==> config.mk <==
export PLATFORM = sky130hd
export DESIGN_NAME = gne_div
export DESIGN_NICKNAME = d
export VERILOG_FILES = /design/src/gne_pkg.sv /design/src/gne_div.sv
export VERILOG_INCLUDE_DIRS = /design/src /design/src/src
export SDC_FILE = /design/constraint.sdc
export NUM_CORES = 2
export LEC_CHECK = 0
export BUFFER_PORTS_ARGS = -buffer_cell sky130_fd_sc_hd__buf_2
export CAP_MARGIN = 30
export CORE_MARGIN = 10
export CORE_UTILIZATION = 25
export CTS_CLUSTER_DIAMETER = 100
export DETAILED_ROUTE_END_ITERATION = 16
export GPL_TIMING_DRIVEN = 1
export PLACE_DENSITY_LB_ADDON = 0.25
export SYNTH_ARGS = -nofsm -noshare
export SYNTH_HDL_FRONTEND = slang
export SYNTH_SLANG_ARGS = --single-unit
export TNS_END_PERCENT = 5
==> constraint.sdc <==
create_clock -name clock -period 5 [get_ports clock]
set_clock_uncertainty 0.15 [all_clocks]
set_input_delay 0.25 -clock clock [delete_from_list [all_inputs] [get_ports clock]]
set_output_delay 0.25 -clock clock [all_outputs]
set_load 0.05 [all_outputs]
==> src/gauge_needle_endpoints_core_assert.svh <==
// Assertion macros shared by the needle endpoint RTL.
// Needs a clock named clock and an active high reset named reset in scope.
`ifndef GAUGE_NEEDLE_ENDPOINTS_CORE_ASSERT_SVH
`define GAUGE_NEEDLE_ENDPOINTS_CORE_ASSERT_SVH

// checked only outside reset
`define GNE_ASSERT_RUN(lbl, prop, msg) \
   lbl: assert property (@(posedge clock) disable iff (reset) prop) else $error(msg);

// checked on every edge, reset included
`define GNE_ASSERT_ALL(lbl, prop, msg) \
   lbl: assert property (@(posedge clock) prop) else $error(msg);

`endif

==> src/gne_pkg.sv <==
// Shared types, constants and tables for the needle endpoint core.
// No dependencies.
`timescale 1ns / 1ps
`default_nettype none

package gne_pkg;

   localparam int ANGLE_FRAC_BITS_DEF = 8;
   localparam int COORD_FRAC_BITS_DEF = 4;

   localparam int REG_W   = 10;
   localparam int ADDR_W  = 4;
   localparam int DATA_W  = 32;
   localparam int COORD_W = 16;

   typedef enum logic [1:0] {
      REG_CENTER_X      = 2'd0,
      REG_BASELINE_Y    = 2'd1,
      REG_NEEDLE_LEN    = 2'd2,
      REG_PIVOT_DEPTH   = 2'd3
   } reg_idx_type;

   localparam logic [REG_W-1:0] RST_CENTER_X      = 10'd80;
   localparam logic [REG_W-1:0] RST_BASELINE_Y    = 10'd80;
   localparam logic [REG_W-1:0] RST_NEEDLE_LEN    = 10'd105;
   localparam logic [REG_W-1:0] RST_PIVOT_DEPTH   = 10'd33;

   // angle path: 21 bits hold 180 degrees at up to 13 fraction bits
   localparam int ANG_W = 21;
   localparam int DEG_W = 25;
   localparam logic [DEG_W-1:0] DEG_TO_RAD_Q30 = 25'd18740330;

   localparam int CORDIC_STEPS = 28;
   localparam int CORDIC_W     = 33;
   localparam logic signed [CORDIC_W-1:0] GAIN_INV = 33'sd652032874;

   // quotient bits kept by the edge divider; anything larger saturates
   localparam int QUO_W = 20;
   localparam int DVS_W = 32;

   function automatic logic signed [CORDIC_W-1:0] atan_q30(input logic [4:0] idx);
      logic signed [CORDIC_W-1:0] v;
      case (idx)
         5'd0:  v = 33'sd843314856;
         5'd1:  v = 33'sd497837829;
         5'd2:  v = 33'sd263043836;
         5'd3:  v = 33'sd133525158;
         5'd4:  v = 33'sd67021686;
         5'd5:  v = 33'sd33543515;
         5'd6:  v = 33'sd16775850;
         5'd7:  v = 33'sd8388437;
         5'd8:  v = 33'sd4194282;
         5'd9:  v = 33'sd2097149;
         5'd10: v = 33'sd1048575;
         5'd11: v = 33'sd524287;
         5'd12: v = 33'sd262143;
         5'd13: v = 33'sd131071;
         5'd14: v = 33'sd65535;
         5'd15: v = 33'sd32767;
         5'd16: v = 33'sd16383;
         5'd17: v = 33'sd8191;
         5'd18: v = 33'sd4095;
         5'd19: v = 33'sd2047;
         5'd20: v = 33'sd1023;
         5'd21: v = 33'sd511;
         5'd22: v = 33'sd255;
         5'd23: v = 33'sd127;
         5'd24: v = 33'sd63;
         5'd25: v = 33'sd31;
         5'd26: v = 33'sd15;
         5'd27: v = 33'sd7;
         default: v = '0;
      endcase
      return v;
   endfunction

endpackage

`default_nettype wire

==> src/gne_div.sv <==
// Pipelined restoring divider: overflow check, then one quotient bit per stage.
// Uses gne_pkg for the quotient and divisor widths; assertion macros from the header.
`timescale 1ns / 1ps
`default_nettype none

`include "gauge_needle_endpoints_core_assert.svh"

module gne_div #(
   parameter int DVD_W  = 49,
   parameter int SIDE_W = 1
) (
   input  wire logic                          clock,
   input  wire logic                          reset,
   input  wire logic                          en,
   input  wire logic                          in_valid,
   input  wire logic [DVD_W-1:0]              in_dividend,
   input  wire logic [gne_pkg::DVS_W-1:0]     in_divisor,
   input  wire logic [SIDE_W-1:0]             in_side,
   output logic                               out_valid,
   output logic [gne_pkg::QUO_W-1:0]          out_quot,
   output logic                               out_ovf,
   output logic [SIDE_W-1:0]                  out_side
);

   localparam int QW = gne_pkg::QUO_W;
   localparam int DV = gne_pkg::DVS_W;
   localparam int W  = (DVD_W > DV + QW) ? DVD_W : DV + QW;
   localparam int LAST = QW + 1;

   logic [W-1:0]      rem_ff  [0:LAST];
   logic [DV-1:0]     div_ff  [0:LAST];
   logic [QW-1:0]     quot_ff [0:LAST];
   logic              ovf_ff  [0:LAST];
   logic [SIDE_W-1:0] side_ff [0:LAST];
   logic              valid_ff [0:LAST];

   logic ovf_in;
   logic rem_ok;
   logic div_zero;

   assign ovf_in = rem_ff[0] >= (W'(div_ff[0]) << QW);

   always_ff @(posedge clock) begin
      if (reset) begin
         valid_ff[0] <= 1'b0;
         valid_ff[1] <= 1'b0;
      end else if (en) begin
         valid_ff[0] <= in_valid;
         valid_ff[1] <= valid_ff[0];
      end
   end

   always_ff @(posedge clock) begin
      if (en) begin
         rem_ff[0]  <= W'(in_dividend);
         div_ff[0]  <= in_divisor;
         quot_ff[0] <= '0;
         ovf_ff[0]  <= 1'b0;
         side_ff[0] <= in_side;
         rem_ff[1]  <= rem_ff[0];
         div_ff[1]  <= div_ff[0];
         quot_ff[1] <= '0;
         ovf_ff[1]  <= ovf_in;
         side_ff[1] <= side_ff[0];
      end
   end

   for (genvar j = 0; j < QW; j++) begin : g_bit
      localparam int K = QW - 1 - j;
      logic [W-1:0] sub;
      logic         take;
      logic [W-1:0] rem_in;

      assign sub    = W'(div_ff[j+1]) << K;
      assign take   = rem_ff[j+1] >= sub;
      assign rem_in = take ? rem_ff[j+1] - sub : rem_ff[j+1];

      always_ff @(posedge clock) begin
         if (reset) begin
            valid_ff[j+2] <= 1'b0;
         end else if (en) begin
            valid_ff[j+2] <= valid_ff[j+1];
         end
      end

      always_ff @(posedge clock) begin
         if (en) begin
            rem_ff[j+2]  <= rem_in;
            div_ff[j+2]  <= div_ff[j+1];
            quot_ff[j+2] <= quot_ff[j+1] | (QW'(take) << K);
            ovf_ff[j+2]  <= ovf_ff[j+1];
            side_ff[j+2] <= side_ff[j+1];
         end
      end
   end

   assign out_valid = valid_ff[LAST];
   assign out_quot  = quot_ff[LAST];
   assign out_ovf   = ovf_ff[LAST];
   assign out_side  = side_ff[LAST];

   assign rem_ok   = rem_ff[LAST] < W'(div_ff[LAST]);
   assign div_zero = (div_ff[LAST] == '0);

   `GNE_ASSERT_RUN(a_rem_below_div, valid_ff[LAST] && !ovf_ff[LAST] |-> rem_ok, "bad remainder")
   `GNE_ASSERT_RUN(a_div_zero_ovf, valid_ff[LAST] && div_zero |-> ovf_ff[LAST], "zero divisor")
   `GNE_ASSERT_ALL(a_div_reset, reset |=> !out_valid, "divider valid after reset")

endmodule

`default_nettype wire

# == After elaboration in Yosys (flattened, before gate mapping) ==
# Memory sizes are Yosys's and may differ from the RTL's.
# Index checks and enable logic that the tools add are counted.
# classes
add_sub_neg,20
n_mul,0
div,0
order_cmp,21
eq_ne,0
shift,0
n_mux,48
n_bitwise,42
n_reduce_logical,0
# ops
cell,count
2-to-1 mux 52 bit,20
>= comparator 52 x 32 -> 1 bit,1
>= comparator 52 x 33 -> 1 bit,1
>= comparator 52 x 34 -> 1 bit,1
>= comparator 52 x 35 -> 1 bit,1
>= comparator 52 x 36 -> 1 bit,1
>= comparator 52 x 37 -> 1 bit,1
>= comparator 52 x 38 -> 1 bit,1
>= comparator 52 x 39 -> 1 bit,1
>= comparator 52 x 40 -> 1 bit,1
>= comparator 52 x 41 -> 1 bit,1
>= comparator 52 x 42 -> 1 bit,1
>= comparator 52 x 43 -> 1 bit,1
>= comparator 52 x 44 -> 1 bit,1
>= comparator 52 x 45 -> 1 bit,1
>= comparator 52 x 46 -> 1 bit,1
>= comparator 52 x 47 -> 1 bit,1
>= comparator 52 x 48 -> 1 bit,1
>= comparator 52 x 49 -> 1 bit,1
>= comparator 52 x 50 -> 1 bit,1
>= comparator 52 x 51 -> 1 bit,1
>= comparator 52 bit,1
subtractor 52 x 32 -> 52 bit,1
subtractor 52 x 33 -> 52 bit,1
other kinds (40),88
# word_totals
regBits,0
latchBits,0
ram_bits,2354
rom_bits,0
in_bits,86
output_inout_bits,23
wordCells,137
memories,6
# mem_list
name,depth,word_bits,read_ports,rd_clocked_by_memory_dff,wr,line_no,rtl
rem_ff,22,52,21,0,22,gne_div.sv:30,logic [W-1:0] rem_ff [0:LAST];
div_ff,22,32,21,0,22,gne_div.sv:31,logic [DV-1:0] div_ff [0:LAST];
quot_ff,22,20,21,0,22,gne_div.sv:32,logic [QW-1:0] quot_ff [0:LAST];
ovf_ff,22,1,21,0,22,gne_div.sv:33,logic ovf_ff [0:LAST];
side_ff,22,1,22,0,22,gne_div.sv:34,logic [SIDE_W-1:0] side_ff [0:LAST];
valid_ff,22,1,22,0,22,gne_div.sv:35,logic valid_ff [0:LAST];

# == Longest topological paths before layout ==
# logic_depth
word_depth,4
ltp_mapped,16
mapped_depth_nobuf,15

# == Worst setup path before layout ==
# Ideal clock, no wire load.
# synth_timing
path_kind,reg-to-reg
from,memory div_ff[16][0] (netlist bit)
to,memory rem_ff[2][97] (netlist bit) (data pin)
setup_ps,260
t_arrival_ps,3153
required_time_ps,4590
path_slack_ps,1437
path_stages_with_launch,15
n_path_buf,1
synth_period_minus_slack_ps,3563
cell_sequence,edfxtp_1 > ha_1 > fa_1 > nor2b_1 > o21ai_1 > a21o_1 > a31oi_1 > a221o_1 > a211o_1 > o22ai_1 > or3_1 > clkbuf_1 > or4_1 > nor2_1 > xor2_1
# synth_lines
item,line_no
from (decl),gne_div.sv:31
to (decl),gne_div.sv:30

==> qor.txt <==
Vias -> 71.3k
Cell Area, Placed -> 116000 µm²
Sequential fraction of the synthesis area -> 56.7%
Rel. slew slack -> 29.6%
Total Routing Usage GR -> 11.1%
CP max stage delay -> 650 ps
WL final -> 261000 µm
Setup TNS -> 0 ps
Mapped Cells -> 9348
DR WL/cell -> 16.7 µm
Placed wire-length estimate -> 196000 µm
RSZ-0062 raised after global routing -> false
Critical path class -> register to register
Ys flop type -> edfxtp_1
Crit path time final -> 4610 ps
Core ar. -> 428000 µm²
YS warnings -> 0
Final count of hold timing violations -> 0
Worst-path fanout max -> 6
CTS tree -> built
Io pins -> 109
Cell family with most CP delay -> compound AO/OA/AOI/OAI gates
Post-synthesis net count -> 10.1k
Initial antenna violation count -> 4
Drt first pass iters -> 6
Worst Max-Slew Pin Slew -> 1050 ps
Post-CTS Setup Bufs -> 0
#FFs+latches synth -> 2033
Post-CTS Hold Fix Bufs -> 169
Slew Viols, Final -> 0
CP endpoint kind -> register
Overflow after GRT -> 0
Mapped Area -> 108000 µm²
Largest net degree at the start of global routing -> 171
Layout cell share with drive strength beyond 1 -> 8.40%
Layout filler cell count -> 43.1k
Finished Cell Area -> 125000 µm²
Number of synthesized flops with an enable pin -> 2033
Area grow syn2layout -> 16.6%
Crit-path cells -> inv_1 -> ha_1 -> inv_1 -> fa_1 -> a21o_1 -> a21oi_1 -> o211a_1 -> o311a_1 -> nor4_1 -> buf_4 -> o41ai_1 -> o21ai_0 -> nand2_1 -> nand4b_2 -> nor4_1 -> xor2_1
Clk slew on worst S/H paths -> 60 ps
Initial Util -> 25.1%
Max-cap violations -> 0
Critical Path RT -> 5460 ps
Final #Nets -> 10.6k
Antenna viol nets, final -> 0
Resized cells post-CTS -> 0
GPL Wtd Cong -> 0.943
Leak -> 48.0 nW
Area occupied by multi-input gates -> 42500 µm²
1st-iter DRT viols -> 3754
CTS sink count -> 2033
# diodes -> 0
Vias in the first global route -> 75.6k
CTS Buf Count -> 244
CP bufs+invs -> 3
Die height -> 676 µm
VDD IR max -> 356 µV
Period utilization -> 92.2%
Syn_area_per_cell -> 11.5 µm²
Crit path DAT -> 5070 ps
Longest Clk Path Bufs -> 4
WHS -> 235 ps
Via/cell ratio -> 4.55
Die Area -> 457000 µm²
Synth unique cells -> 106
FF/Latch Area -> 61000 µm²
Fraction of registers with async set/reset -> 0%
H-tree depth -> 4
Status -> finished clean
# port buffers -> 108
Startpoint types -> register
Min-delay worst type -> input port to register
PwrDens -> 547 nW/µm²
Final setup vio count -> 0
First-pass GRT wire length -> 413000 µm
Drc violations -> 0
Worst-Skew Late Latency -> 940 ps
Slowest cell on the critical path -> o41ai_1
Maximum clock frequency -> 217 MHz
Root Buffer -> clkbuf_16
Std cell rows -> 240
DIE WIDTH -> 676 µm
registers in the layout, indices dropped and copies added, names as in the netlist:
name	count
ovf_ff	21
rem_ff	1086
side_ff	22
valid_ff	22
div_ff	672
quot_ff	210
cell usage after synthesis (16+ instances only):
master / count / area share [%]
clkbuf_1: 196 / 0.68
o21bai_1: 89 / 0.62
o31a_1: 16 / 0.13
edfxtp_1: 2033 / 57
a211oi_1: 52 / 0.36
o21ai_1: 19 / 0.088
fa_1: 19 / 0.35
mux2_2: 120 / 1.3
xnor2_1: 414 / 3.4
nor4_1: 108 / 0.63
or2_2: 26 / 0.15
a221oi_1: 20 / 0.16
or4_1: 31 / 0.22
nand4_1: 139 / 0.81
ha_1: 667 / 7.8
buf_1: 19 / 0.066
a31oi_1: 64 / 0.37
o21ai_0: 570 / 2.7
o211ai_1: 34 / 0.24
and2_1: 61 / 0.35
buf_2: 30 / 0.14
nor4b_1: 21 / 0.17
o31ai_1: 45 / 0.31
nor2_1: 633 / 2.2
xor2_1: 308 / 2.5
nor3_1: 114 / 0.53
o21a_1: 66 / 0.46
nand3_1: 153 / 0.71
nand2_1: 642 / 2.2
a21o_1: 341 / 2.4
nand3b_1: 20 / 0.14
a21oi_1: 848 / 3.9
and3_1: 51 / 0.30
a211o_1: 17 / 0.14
and4_1: 18 / 0.15
or3_1: 57 / 0.33
inv_1: 843 / 2.9
a2111oi_0: 20 / 0.16
nor2b_1: 89 / 0.52
nand2b_1: 95 / 0.55
nand4b_1: 19 / 0.15
layout make-up:
class / count / share of cell area [%]
clock inverters: 151 / 1.26
well taps: 5687 / 5.67
repair buffers: 433 / 2.97
multi-input cells: 6223 / 33.9
flip-flops and latches: 2033 / 48.7
clock buffers: 290 / 5.04
inverters: 844 / 2.52
worst paths after layout:
kind             startpoint             end  slack (ps)  depth (start not counted)
min reg2reg  quot_ff[17][4]  quot_ff[18][4]         260                          0
max reg2reg  rem_ff[2][157]  rem_ff[2][249]         390                         16
max          rem_ff[2][157]  rem_ff[2][249]         390                         16
min                   reset  valid_ff[0][3]         240                          4
report_power, final:
group          total, mW  leakage [nW]  switching, mW  internal, mW
registers           25.8          19.7           2.13          23.7
logic               25.1          24.5           14.5          10.6
clock network       17.7          3.84           7.27          10.4
total               68.6          48.0           23.9          44.7
worst reg2reg max path: stages (launching register included):
cell      delay (ps)
edfxtp_1         400
inv_1             80
ha_1             150
inv_1             60
fa_1             400
a21o_1           200
a21oi_1          270
o211a_1          260
o311a_1          250
nor4_1           120
buf_4            160
o41ai_1          650
o21ai_0          270
nand2_1          250
nand4b_2         230
nor4_1           310
xor2_1           120
routing by layer:
layer,vias to the layer above,part of all wire (%),global-route usage [%]
met5,-,0,0
met4,0,6.6,6.65
met3,764,3.2,1.44
met2,1576,52,21.3
met1,33600,38,11.5
li1,35300,-,-
metrics by stage:
stage	utilization [%]	std cells	total power [mW]	worst slack (ps)
floorplan	-	9348	43.8	1440
global placement	27.1	15000	50.5	297
detailed placement	27.1	15100	50.9	395
CTS	29.3	15700	69.3	376
global route	29.3	15700	73.3	103
finish	29.3	15700	68.6	392
placed cells by master (no fill, tap or decap), types with 45 or more instances in the layout:
master         synthesis  routed
o21ai_0              570     570
nor2b_1               89      89
o31ai_1               45      45
xor2_1               308     308
clkbuf_16              0     246
a211oi_1              52      51
buf_4                  1     128
inv_1                843     843
nand3_1              153     153
nor4_1               108     106
and2_1                61      60
edfxtp_1            2033    2033
nor2_1               633     632
a21o_1               341     340
mux2_2               120     120
and3_1                51      51
buf_2                 30     110
o21bai_1              89      89
nand4_1              139     139
nor3_1               114     112
xnor2_1              414     414
o21a_1                66      65
nand2b_1              95      95
nand2_1              642     642
clkinv_1               1      47
ha_1                 667     667
or3_1                 57      57
a21oi_1              848     848
dlygate4sd3_1          0     169
a31oi_1               64      63
kinds of logic (layout without fill, tap and decap cells):
kind of cell	after synthesis	in the layout	synth area share [%]
compound gates	2369	2369	13.6
xor+xnor	722	722	5.88
fa+ha+maj	686	686	8.11
buf+inv	1092	1718	3.85
flops	2033	2033	56.7
mux	122	122	1.27
simple gates	2324	2324	10.6
No activity file was read; power rests on OpenSTA's default activity.
